`src/hdl/query_text_tokenizer_unit_macros.svh`:
```
// Assertion macros for the query text tokenizer.
// Depends on nothing; the including module must have clk_i and rst_ni.
`ifndef QUERY_TEXT_TOKENIZER_UNIT_MACROS_SVH
`define QUERY_TEXT_TOKENIZER_UNIT_MACROS_SVH
`ifndef NO_ASSERTIONS
// Property must hold at every clock edge outside reset.
`define QTT_ASSERT(lbl, prop, msg) \
  lbl: assert property (@(posedge clk_i) disable iff (!rst_ni) prop) else $error(msg);
// Condition must never be seen outside reset.
`define QTT_NEVER(lbl, cond, msg) \
  lbl: assert property (@(posedge clk_i) disable iff (!rst_ni) !(cond)) else $error(msg);
`else
`define QTT_ASSERT(lbl, prop, msg)
`define QTT_NEVER(lbl, cond, msg)
`endif
`endif

```
`src/hdl/qtt_pkg.sv`:
```
// Types, character codes and classification functions for the query text
// tokenizer. Depends on nothing.
package qtt_pkg;

  localparam int unsigned MaxToken  = 64;
  localparam int unsigned LenW      = 6;
  localparam int unsigned FifoDepth = 4;
  localparam int unsigned PtrW      = $clog2(FifoDepth);

  typedef enum logic [2:0] {
    MODE_IDLE = 3'd0,
    MODE_WORD = 3'd1,
    MODE_STR  = 3'd2,
    MODE_QEND = 3'd3,
    MODE_OP   = 3'd4
  } mode_e;

  typedef enum logic [1:0] {
    KIND_WORD = 2'd0,
    KIND_STR  = 2'd1,
    KIND_OP   = 2'd2,
    KIND_END  = 2'd3
  } kind_e;

  typedef struct packed {
    logic [7:0] tbyte;
    logic       bvalid;
    kind_e      kind;
    logic       last;
    logic       trunc;
  } item_t;

  localparam logic [7:0] ChNul    = 8'h00;
  localparam logic [7:0] ChSpace  = 8'h20;
  localparam logic [7:0] ChDquote = 8'h22;
  localparam logic [7:0] ChSquote = 8'h27;
  localparam logic [7:0] ChDollar = 8'h24;
  localparam logic [7:0] ChAmp    = 8'h26;
  localparam logic [7:0] ChSemi   = 8'h3B;
  localparam logic [7:0] ChLt     = 8'h3C;
  localparam logic [7:0] ChEq     = 8'h3D;
  localparam logic [7:0] ChGt     = 8'h3E;
  localparam logic [7:0] ChQmark  = 8'h3F;
  localparam logic [7:0] ChUscore = 8'h5F;
  localparam logic [7:0] ChBar    = 8'h7C;

  function automatic logic is_word_char(input logic [7:0] b);
    return (b >= 8'h61 && b <= 8'h7A) || (b >= 8'h41 && b <= 8'h5A) ||
           (b >= 8'h30 && b <= 8'h39) || b == ChQmark || b == ChUscore ||
           b == ChDollar;
  endfunction

  function automatic logic is_op_start(input logic [7:0] b);
    return b == ChLt || b == ChGt || b == ChEq || b == ChAmp || b == ChBar;
  endfunction

  function automatic logic pairs_up(input logic [7:0] first, input logic [7:0] second);
    logic r;
    r = 1'b0;
    if (second == ChEq) r = (first == ChLt) || (first == ChGt) || (first == ChEq);
    else if (second == ChAmp) r = (first == ChAmp);
    else if (second == ChBar) r = (first == ChBar);
    return r;
  endfunction

  function automatic item_t mk_item(input logic [7:0] b, input logic v, input kind_e k,
                                    input logic l, input logic t);
    item_t it;
    it.tbyte  = b;
    it.bvalid = v;
    it.kind   = k;
    it.last   = l;
    it.trunc  = t;
    return it;
  endfunction

endpackage

```
`src/hdl/query_text_tokenizer_unit.sv`:
```
// Query text tokenizer: lexes one text byte per cycle into token items, while the result queue has room.
// A byte's items are registered into the result queue when the byte is transferred.
// Throughput: one byte per cycle; a byte can make up to two items, which
// drain through a four-entry result queue at one item per cycle while out_ready_i is high,
// and input is held off while fewer than two queue slots are free.
// Reset (rst_ni low, asynchronous): lexer idle, queue empty, limit 63.
`include "query_text_tokenizer_unit_macros.svh"
module query_text_tokenizer_unit
  import qtt_pkg::*;
(
  input  logic       clk_i,
  input  logic       rst_ni,
  input  logic       cfg_valid_i,
  output logic       cfg_ready_o,
  input  logic [5:0] cfg_data_i,
  input  logic       in_valid_i,
  output logic       in_ready_o,
  input  logic [7:0] text_byte_i,
  output logic       out_valid_o,
  input  logic       out_ready_i,
  output logic [7:0] token_byte_o,
  output logic       byte_valid_o,
  output logic [1:0] token_kind_o,
  output logic       token_last_o,
  output logic       truncated_o
);

  logic [5:0]      limit_q;
  mode_e           mode_q, mode_d;
  logic            qdbl_q, qdbl_d;
  logic [7:0]      pend_q, pend_d;
  logic [LenW-1:0] len_q, len_d;
  logic            ovf_q, ovf_d;

  logic [LenW-1:0] lim_eff;
  logic [7:0]      b;
  logic [7:0]      quote_ch;
  logic            in_fire, out_fire, idle_go;
  logic [1:0]      n_items;
  item_t           it [2];

  item_t           fifo_q [FifoDepth];
  logic [PtrW-1:0] wr_ptr_q, rd_ptr_q;
  logic [PtrW:0]   count_q;

  assign cfg_ready_o = 1'b1;
  assign in_ready_o  = (count_q <= (PtrW+1)'(FifoDepth - 2));
  assign in_fire     = in_valid_i && in_ready_o;
  assign out_valid_o = (count_q != '0);
  assign out_fire    = out_valid_o && out_ready_i;

  // A limit of zero keeps one byte; the upper clamp is MaxToken - 1 (63).
  always_comb begin
    lim_eff = limit_q;
    if (limit_q == '0) lim_eff = LenW'(1);
    if (32'(lim_eff) > MaxToken - 1) lim_eff = LenW'(MaxToken - 1);
  end

  assign b        = text_byte_i;
  assign quote_ch = qdbl_q ? ChDquote : ChSquote;

  always_comb begin
    mode_d  = mode_q;
    qdbl_d  = qdbl_q;
    pend_d  = pend_q;
    len_d   = len_q;
    ovf_d   = ovf_q;
    n_items = '0;
    idle_go = 1'b0;
    it[0]   = mk_item(8'h00, 1'b0, KIND_WORD, 1'b0, 1'b0);
    it[1]   = it[0];

    case (mode_q)
      MODE_WORD: begin
        if (is_word_char(b)) begin
          if (len_q < lim_eff) begin
            len_d   = len_q + LenW'(1);
            it[0]   = mk_item(b, 1'b1, KIND_WORD, 1'b0, 1'b0);
            n_items = 2'd1;
          end else begin
            ovf_d = 1'b1;
          end
        end else begin
          it[0]   = mk_item(8'h00, 1'b0, KIND_WORD, 1'b1, ovf_q);
          n_items = 2'd1;
          idle_go = 1'b1;
        end
      end
      MODE_STR: begin
        if (b == quote_ch) begin
          mode_d = MODE_QEND;
        end else if (b == ChNul) begin
          it[0]   = mk_item(8'h00, 1'b0, KIND_STR, 1'b1, ovf_q);
          n_items = 2'd1;
          idle_go = 1'b1;
        end else if (len_q < lim_eff) begin
          len_d   = len_q + LenW'(1);
          it[0]   = mk_item(b, 1'b1, KIND_STR, 1'b0, 1'b0);
          n_items = 2'd1;
        end else begin
          ovf_d = 1'b1;
        end
      end
      MODE_QEND: begin
        if (b == quote_ch) begin
          // A doubled quote stands for one quote byte inside the string.
          mode_d = MODE_STR;
          if (len_q < lim_eff) begin
            len_d   = len_q + LenW'(1);
            it[0]   = mk_item(b, 1'b1, KIND_STR, 1'b0, 1'b0);
            n_items = 2'd1;
          end else begin
            ovf_d = 1'b1;
          end
        end else begin
          it[0]   = mk_item(8'h00, 1'b0, KIND_STR, 1'b1, ovf_q);
          n_items = 2'd1;
          idle_go = 1'b1;
        end
      end
      MODE_OP: begin
        mode_d = MODE_IDLE;
        pend_d = 8'h00;
        if (pairs_up(pend_q, b)) begin
          if (lim_eff >= LenW'(2)) begin
            it[0]   = mk_item(pend_q, 1'b1, KIND_OP, 1'b0, 1'b0);
            it[1]   = mk_item(b, 1'b1, KIND_OP, 1'b1, 1'b0);
            n_items = 2'd2;
          end else begin
            it[0]   = mk_item(pend_q, 1'b1, KIND_OP, 1'b1, 1'b1);
            n_items = 2'd1;
          end
        end else begin
          it[0]   = mk_item(pend_q, 1'b1, KIND_OP, 1'b1, 1'b0);
          n_items = 2'd1;
          idle_go = 1'b1;
        end
      end
      default: idle_go = 1'b1;
    endcase

    // The byte is lexed afresh, after any item that closed the previous token.
    if (idle_go) begin
      mode_d = MODE_IDLE;
      len_d  = '0;
      ovf_d  = 1'b0;
      if (b == ChNul || b == ChSemi) begin
        it[n_items[0]] = mk_item(8'h00, 1'b0, KIND_END, 1'b1, 1'b0);
        n_items        = n_items + 2'd1;
      end else if (b <= ChSpace || b[7]) begin
        mode_d = MODE_IDLE;
      end else if (b == ChDquote || b == ChSquote) begin
        mode_d = MODE_STR;
        qdbl_d = (b == ChDquote);
      end else if (is_word_char(b)) begin
        mode_d         = MODE_WORD;
        len_d          = LenW'(1);
        it[n_items[0]] = mk_item(b, 1'b1, KIND_WORD, 1'b0, 1'b0);
        n_items        = n_items + 2'd1;
      end else if (is_op_start(b)) begin
        mode_d = MODE_OP;
        pend_d = b;
      end else begin
        it[n_items[0]] = mk_item(b, 1'b1, KIND_OP, 1'b1, 1'b0);
        n_items        = n_items + 2'd1;
      end
    end
  end

  always_ff @(posedge clk_i or negedge rst_ni) begin
    if (!rst_ni) begin
      limit_q <= 6'd63;
      mode_q  <= MODE_IDLE;
      qdbl_q  <= 1'b0;
      pend_q  <= 8'h00;
      len_q   <= '0;
      ovf_q   <= 1'b0;
    end else begin
      if (cfg_valid_i && cfg_ready_o) limit_q <= cfg_data_i;
      if (in_fire) begin
        mode_q <= mode_d;
        qdbl_q <= qdbl_d;
        pend_q <= pend_d;
        len_q  <= len_d;
        ovf_q  <= ovf_d;
      end
    end
  end

  // Result queue: up to two entries written per transfer, one read per cycle while out_ready_i is high.
  logic [1:0] push_n;
  assign push_n = in_fire ? n_items : 2'd0;

  always_ff @(posedge clk_i) begin
    if (push_n != 2'd0) fifo_q[wr_ptr_q] <= it[0];
    if (push_n == 2'd2) fifo_q[wr_ptr_q + PtrW'(1)] <= it[1];
  end

  always_ff @(posedge clk_i or negedge rst_ni) begin
    if (!rst_ni) begin
      wr_ptr_q <= '0;
      rd_ptr_q <= '0;
      count_q  <= '0;
    end else begin
      wr_ptr_q <= wr_ptr_q + PtrW'(push_n);
      if (out_fire) rd_ptr_q <= rd_ptr_q + PtrW'(1);
      count_q <= count_q + (PtrW+1)'(push_n) - (PtrW+1)'(out_fire);
    end
  end

  item_t head;
  assign head         = fifo_q[rd_ptr_q];
  assign token_byte_o = head.tbyte;
  assign byte_valid_o = head.bvalid;
  assign token_kind_o = head.kind;
  assign token_last_o = head.last;
  assign truncated_o  = head.trunc;

  `QTT_NEVER(a_fifo_bound, count_q > (PtrW+1)'(FifoDepth), "result queue overfilled")
  `QTT_ASSERT(a_op_emits, (in_fire && mode_q == MODE_OP) |=> (count_q != '0), "operator lost")
  `QTT_ASSERT(a_idle_clear, (mode_q == MODE_IDLE) |-> (len_q == '0 && !ovf_q), "stale length")

endmodule
```
`config.mk`:
```
export PLATFORM = sky130hd
export DESIGN_NAME = query_text_tokenizer_unit
export DESIGN_NICKNAME = d
export VERILOG_FILES = /design/src/hdl/qtt_pkg.sv /design/src/hdl/query_text_tokenizer_unit.sv
export VERILOG_INCLUDE_DIRS = /design/src /design/src/hdl
export SDC_FILE = /design/constraint.sdc
export NUM_CORES = 1
export LEC_CHECK = 0
export BUFFER_PORTS_ARGS = -buffer_cell sky130_fd_sc_hd__buf_4
export CAP_MARGIN = 20
export CORE_UTILIZATION = 40
export DETAILED_ROUTE_END_ITERATION = 7
export PLACE_DENSITY = 0.54
export SLEW_MARGIN = 15
export SYNTH_ARGS = -nofsm -noshare
export SYNTH_HDL_FRONTEND = slang
export SYNTH_SLANG_ARGS = --single-unit
export TNS_END_PERCENT = 5
```
`constraint.sdc`:
```
create_clock -name clk_i -period 5.3 [get_ports clk_i]
set_input_delay 1.06 -clock clk_i [delete_from_list [all_inputs] [get_ports clk_i]]
set_output_delay 1.06 -clock clk_i [all_outputs]
set_load 0.1 [all_outputs]
```
---- Word-level counts from Yosys, hierarchy flattened ----
Memory sizes are Yosys's and may differ from the RTL's.
Index checks and enable logic that the tools add are counted.
W data, S select, Z words.
cells by class
  reduce and logical (&&, ||, !) cells .... 29
  $lt $le $gt $ge ......................... 12
  multiplexer cells ....................... 87
  add/subtract/negate cells ............... 7
  bitwise operators ....................... 6
  equality and inequality tests ........... 27
operators by type and width
  cell                  count
  $mux W26              6
  $mux W13              10
  $eq A8 B6 Y1 const B  13
  $mux W8               7
  $bwmux W26            2
  $pmux W13 S4          1
  $mux W6               7
  $mux W2               15
  $mux W3               9
  $eq A8 B7 Y1 const B  3
  $mux W1               24
  $and A20 B20 Y20      1
  $not A20 Y20          1
  $pmux W6 S3           1
  $ge A8 B7 Y1 const B  2
  $le A8 B6 Y1 const B  2
  $le A8 B7 Y1 const B  2
  $ne A3 B3 Y1 const B  5
  $logic_or A1 B1 Y1    14
  $demux W13 S1         1
  $pmux W3 S3           1
  $eq A8 B6 Y1          1
  $ge A8 B6 Y1 const B  1
  $logic_not A8 Y1      1
  other kinds (28)      38
word-level totals
  RAM bits ................................ 52
  memories ................................ 1
  output and inout port bits .............. 16
  bits in registers ....................... 32
  word-level logic and storage cells ...... 178
  input port bits ......................... 19
memories
  name    words  bits a word  rd ports  clocked after memory_dff  write ports  RTL line                         text
  fifo_q  4      13           1         0                         2            query_text_tokenizer_unit.sv:42  item_t fifo_q [FifoDepth];

---- Longest topological paths before layout ----
  depth in word-level cells ............... 21
  depth in mapped cells ................... 16
  mapped depth without buffers ............ 15

---- Worst setup path after synthesis ----
OpenSTA, ideal clock, no wires.
  kind .................................... input-to-reg
  from .................................... in text_byte_i[0]
  to ...................................... mem fifo_q[0][0] in the netlist's numbering (enable)
  setup slack ............................. 403 ps
  required time ........................... 4879 ps
  buffers on the path ..................... 3
  setup time .............................. 421 ps
  arrival ................................. 4475 ps
  stages on the path ...................... 12
  cells stage by stage .................... buf_6 > or4_4 > o22ai_1 > a32o_1 > buf_2 > a21oi_1 > nor3b_2 > buf_2 > ha_1 > or2_2 > o22ai_1 > o41ai_1
RTL lines
  what                RTL line                         text
  start: declaration  query_text_tokenizer_unit.sv:18  input logic [7:0] text_byte_i,
  end: declaration    query_text_tokenizer_unit.sv:42

==> reports/qor.txt <==
R2r startpoint - limit_q[5]
Syn_area_per_cell - 10.98 sq um
Ys flop type - edfxtp_1
Antenna violations before repair - 0
CTS Buf Count - 9
Total GRT Usage - 19.47%
Hold-critical path depth - 2
DR pass1 iterations - 5
Inst Count DP - 646
# port buffers - 33
Multi-input logic area - 2507 sq um
Critical Path Max Stage Delay - 460 ps
Setup bufs post-CTS - 0
Leak pwr - 0.002308 uW
Dpl ws - 523.4 ps
DRC viols - 0
Reg-to-reg endpoint - fifo_q[2][6]
Ys Warns - 0
Crit share post-route - 83.15%
Post-layout worst setup margin - 892.9 ps
Yosys reg bits - 84
Cell breakdown of the critical path - buf_4, nor3b_1, nand2_1, o32a_1, nor2_1, nand2_1, ha_1, nor2_1, o41ai_4, buf_4, and3_1, o21bai_1, buf_4
Most common cell in the netlist - edfxtp_1
CORE AREA - 12210 sq um
Final net count - 521
Via count - 3747
Max-slew violations - 0
Class of the worst hold path - flop to flop
Run status - completed
Critical path's slowest cell - nor3b_1
Cell Area, Synth - 5105 sq um
Crit Path Category - input pin to flop
Top cell family by delay on the critical path - simple AND/OR/NAND/NOR gates
Clk root buf - clkbuf_16
Hold Vio Cnt, Final - 0
WL final - 11860 um
Clk slew on worst S/H paths - 60 ps
Maximum vdd ir drop - 0.2021 mV
Share of cells above drive strength 1 - 19.84%
Syn Inst Count - 465
R2R depth - 14
Register Area - 2370 sq um
Worst path bufs/invs - 3
Largest net degree at the start of global routing - 33
Num ports - 35
Finished Layout Cells - 662
Most frequent CP cell - buf_4
Crit path required time - 5340 ps
Synth top area share - 30.59%
Util after Layout - 47.45%
Seq/Total Area, Yosys - 46.42%
Hold_buf cts - 0
First-pass GRT wire length - 19230 um
FF-to-FF setup slack - 1430 ps
Hold endpoint - ovf_q
Detail Route Antenna Nets - 0
CTS resizes - 0
H-tree levels - 3
Post-synth top cells - edfxtp_1, nor2_1, nand2_1
FP Rows - 40
Routed wire per std cell - 17.92 um
Initial DRC count - 282
Vias in the first global route - 3685
Hold Crit Start - ovf_q
TritonCTS clock tree - built
Vias/cell - 5.660
Die height - 115.0 um
Ys async rst share - 38.10%
Max-Cap Viols - 0
Distinct cells, synth - 74
CP endpoint kind - flop
Area leader, netlist - edfxtp_1
Die Area - 13220 sq um
Post-DP HPWL - 8592 um
Worst-Skew Late Latency - 350 ps
RSZ-0062 raised after global routing - no
Clock Skews - 6.993 ps
GP Congestion - 0.8842
Crit-path max FO - 14
Max clock buf depth - 2
Area delta synth->final - 13.50%
Power Density - 554.7 nW/um^2
Final min period - 4407 ps
Initial Utilization - 41.80%
Overall power - 3214 uW
Worst Path Arrival - 4450 ps
F_max - 226.9 MHz
Worst setup SP type - input pin
TNS Setup - 0 ps
Overall die width - 115.0 um
Fillers - 1137
Net count after synthesis - 497
Final setup fails - 0
Relative slew slack - 39.09%
Clock sinks - 84
Worst Max-Slew Pin Slew - 913.6 ps
Number of synthesized flops with an enable pin - 52
Number of antenna repair diodes - 0
Synth area leaders - edfxtp_1, dfrtp_1, mux4_2
GRT overflow - 0
per-layer routing:
metal / wire length (um) / track usage (%) / vias to the layer above / share of wire (%)
li1: - / - / 1807 / -
met1: 5717 / 26.57 / 1840 / 48
met2: 5548 / 30.72 / 86 / 47
met3: 420 / 3.795 / 14 / 3.5
met4: 176 / 7.359 / 0 / 1.5
met5: 0 / 0 / - / 0
placed cells by master, fill, tap and decap left out, types with 9 or more instances in the layout:
master / netlist / layout
and2_1: 12 / 12
mux2i_1: 26 / 26
mux4_2: 13 / 13
o21ai_0: 30 / 30
ha_1: 12 / 12
edfxtp_1: 52 / 52
nand2_1: 34 / 34
a21oi_1: 12 / 12
clkbuf_16: 0 / 9
buf_4: 1 / 45
nor2_1: 35 / 35
inv_1: 20 / 20
nand3_1: 12 / 12
a22oi_1: 12 / 12
nand4_1: 9 / 9
a22o_1: 9 / 9
dfrtp_1: 26 / 26
cells by family after synthesis:
logic type      synth area share (%)
xor+xnor                       2.059
compound gates                 15.37
buf+inv                        4.804
flops                          46.42
other cells                  0.07346
fa+ha+maj                      3.333
mux                            12.23
simple gates                   15.71
per-stage QoR:
step	hold slack (ps)	area, sq um
floorplan	462.9	5105
global placement	491.9	5500
detailed placement	496.5	5500
CTS	516.7	5794
global route	549.1	5794
finish	510.5	5794
area by class of cell:
| cell class | instances | share of cell area, % |
|---|---|---|
| multi-input cells | 329 | 43.27 |
| flip-flops and latches | 84 | 40.90 |
| repair buffers | 45 | 5.830 |
| clock buffers | 10 | 3.952 |
| well taps | 168 | 3.628 |
| inverters | 20 | 1.296 |
| clock inverters | 6 | 1.123 |
sequential cells by signal, summed over array words and instances (netlist names):
name      flops
fifo_q       52
pend_q        8
len_q         6
limit_q       6
count_q       3
mode_q        3
rd_ptr_q      2
wr_ptr_q      2
ovf_q         1
qdbl_q        1
worst max path at each step:
stage / startpoint / endpoint / slack [ps] / depth (start not counted)
finish: text_byte_i[3] / fifo_q[2][6] / 890 / 13
global route: text_byte_i[1] / fifo_q[2][8] / 710 / 13
CTS: text_byte_i[3] / fifo_q[2][9] / 900 / 13
detailed placement: text_byte_i[3] / fifo_q[2][11] / 520 / 13
global placement: text_byte_i[0] / count_q[2] / 680 / 14
floorplan: text_byte_i[0] / fifo_q[0][0] / 400 / 12
worst register-to-register path: stages, from the launching register on:
cell	delay, ps
dfstp_2	540
inv_1	60
ha_1	300
a21oi_1	130
o21ai_0	110
a211o_1	310
a211o_1	360
nor3b_2	180
ha_1	290
nor2_1	80
o41ai_4	210
buf_4	220
and3_1	400
o21bai_1	170
buf_4	230
where the power goes:
| group | leakage [uW] | switching (uW) | total (uW) | internal (uW) |
|---|---|---|---|---|
| combinational | 0.00130 | 1060 | 1570 | 504 |
| sequential | 0.000871 | 149 | 1020 | 871 |
| clock | 0.000132 | 262 | 626 | 364 |
Note: power is estimated with default switching activity, not from simulation.
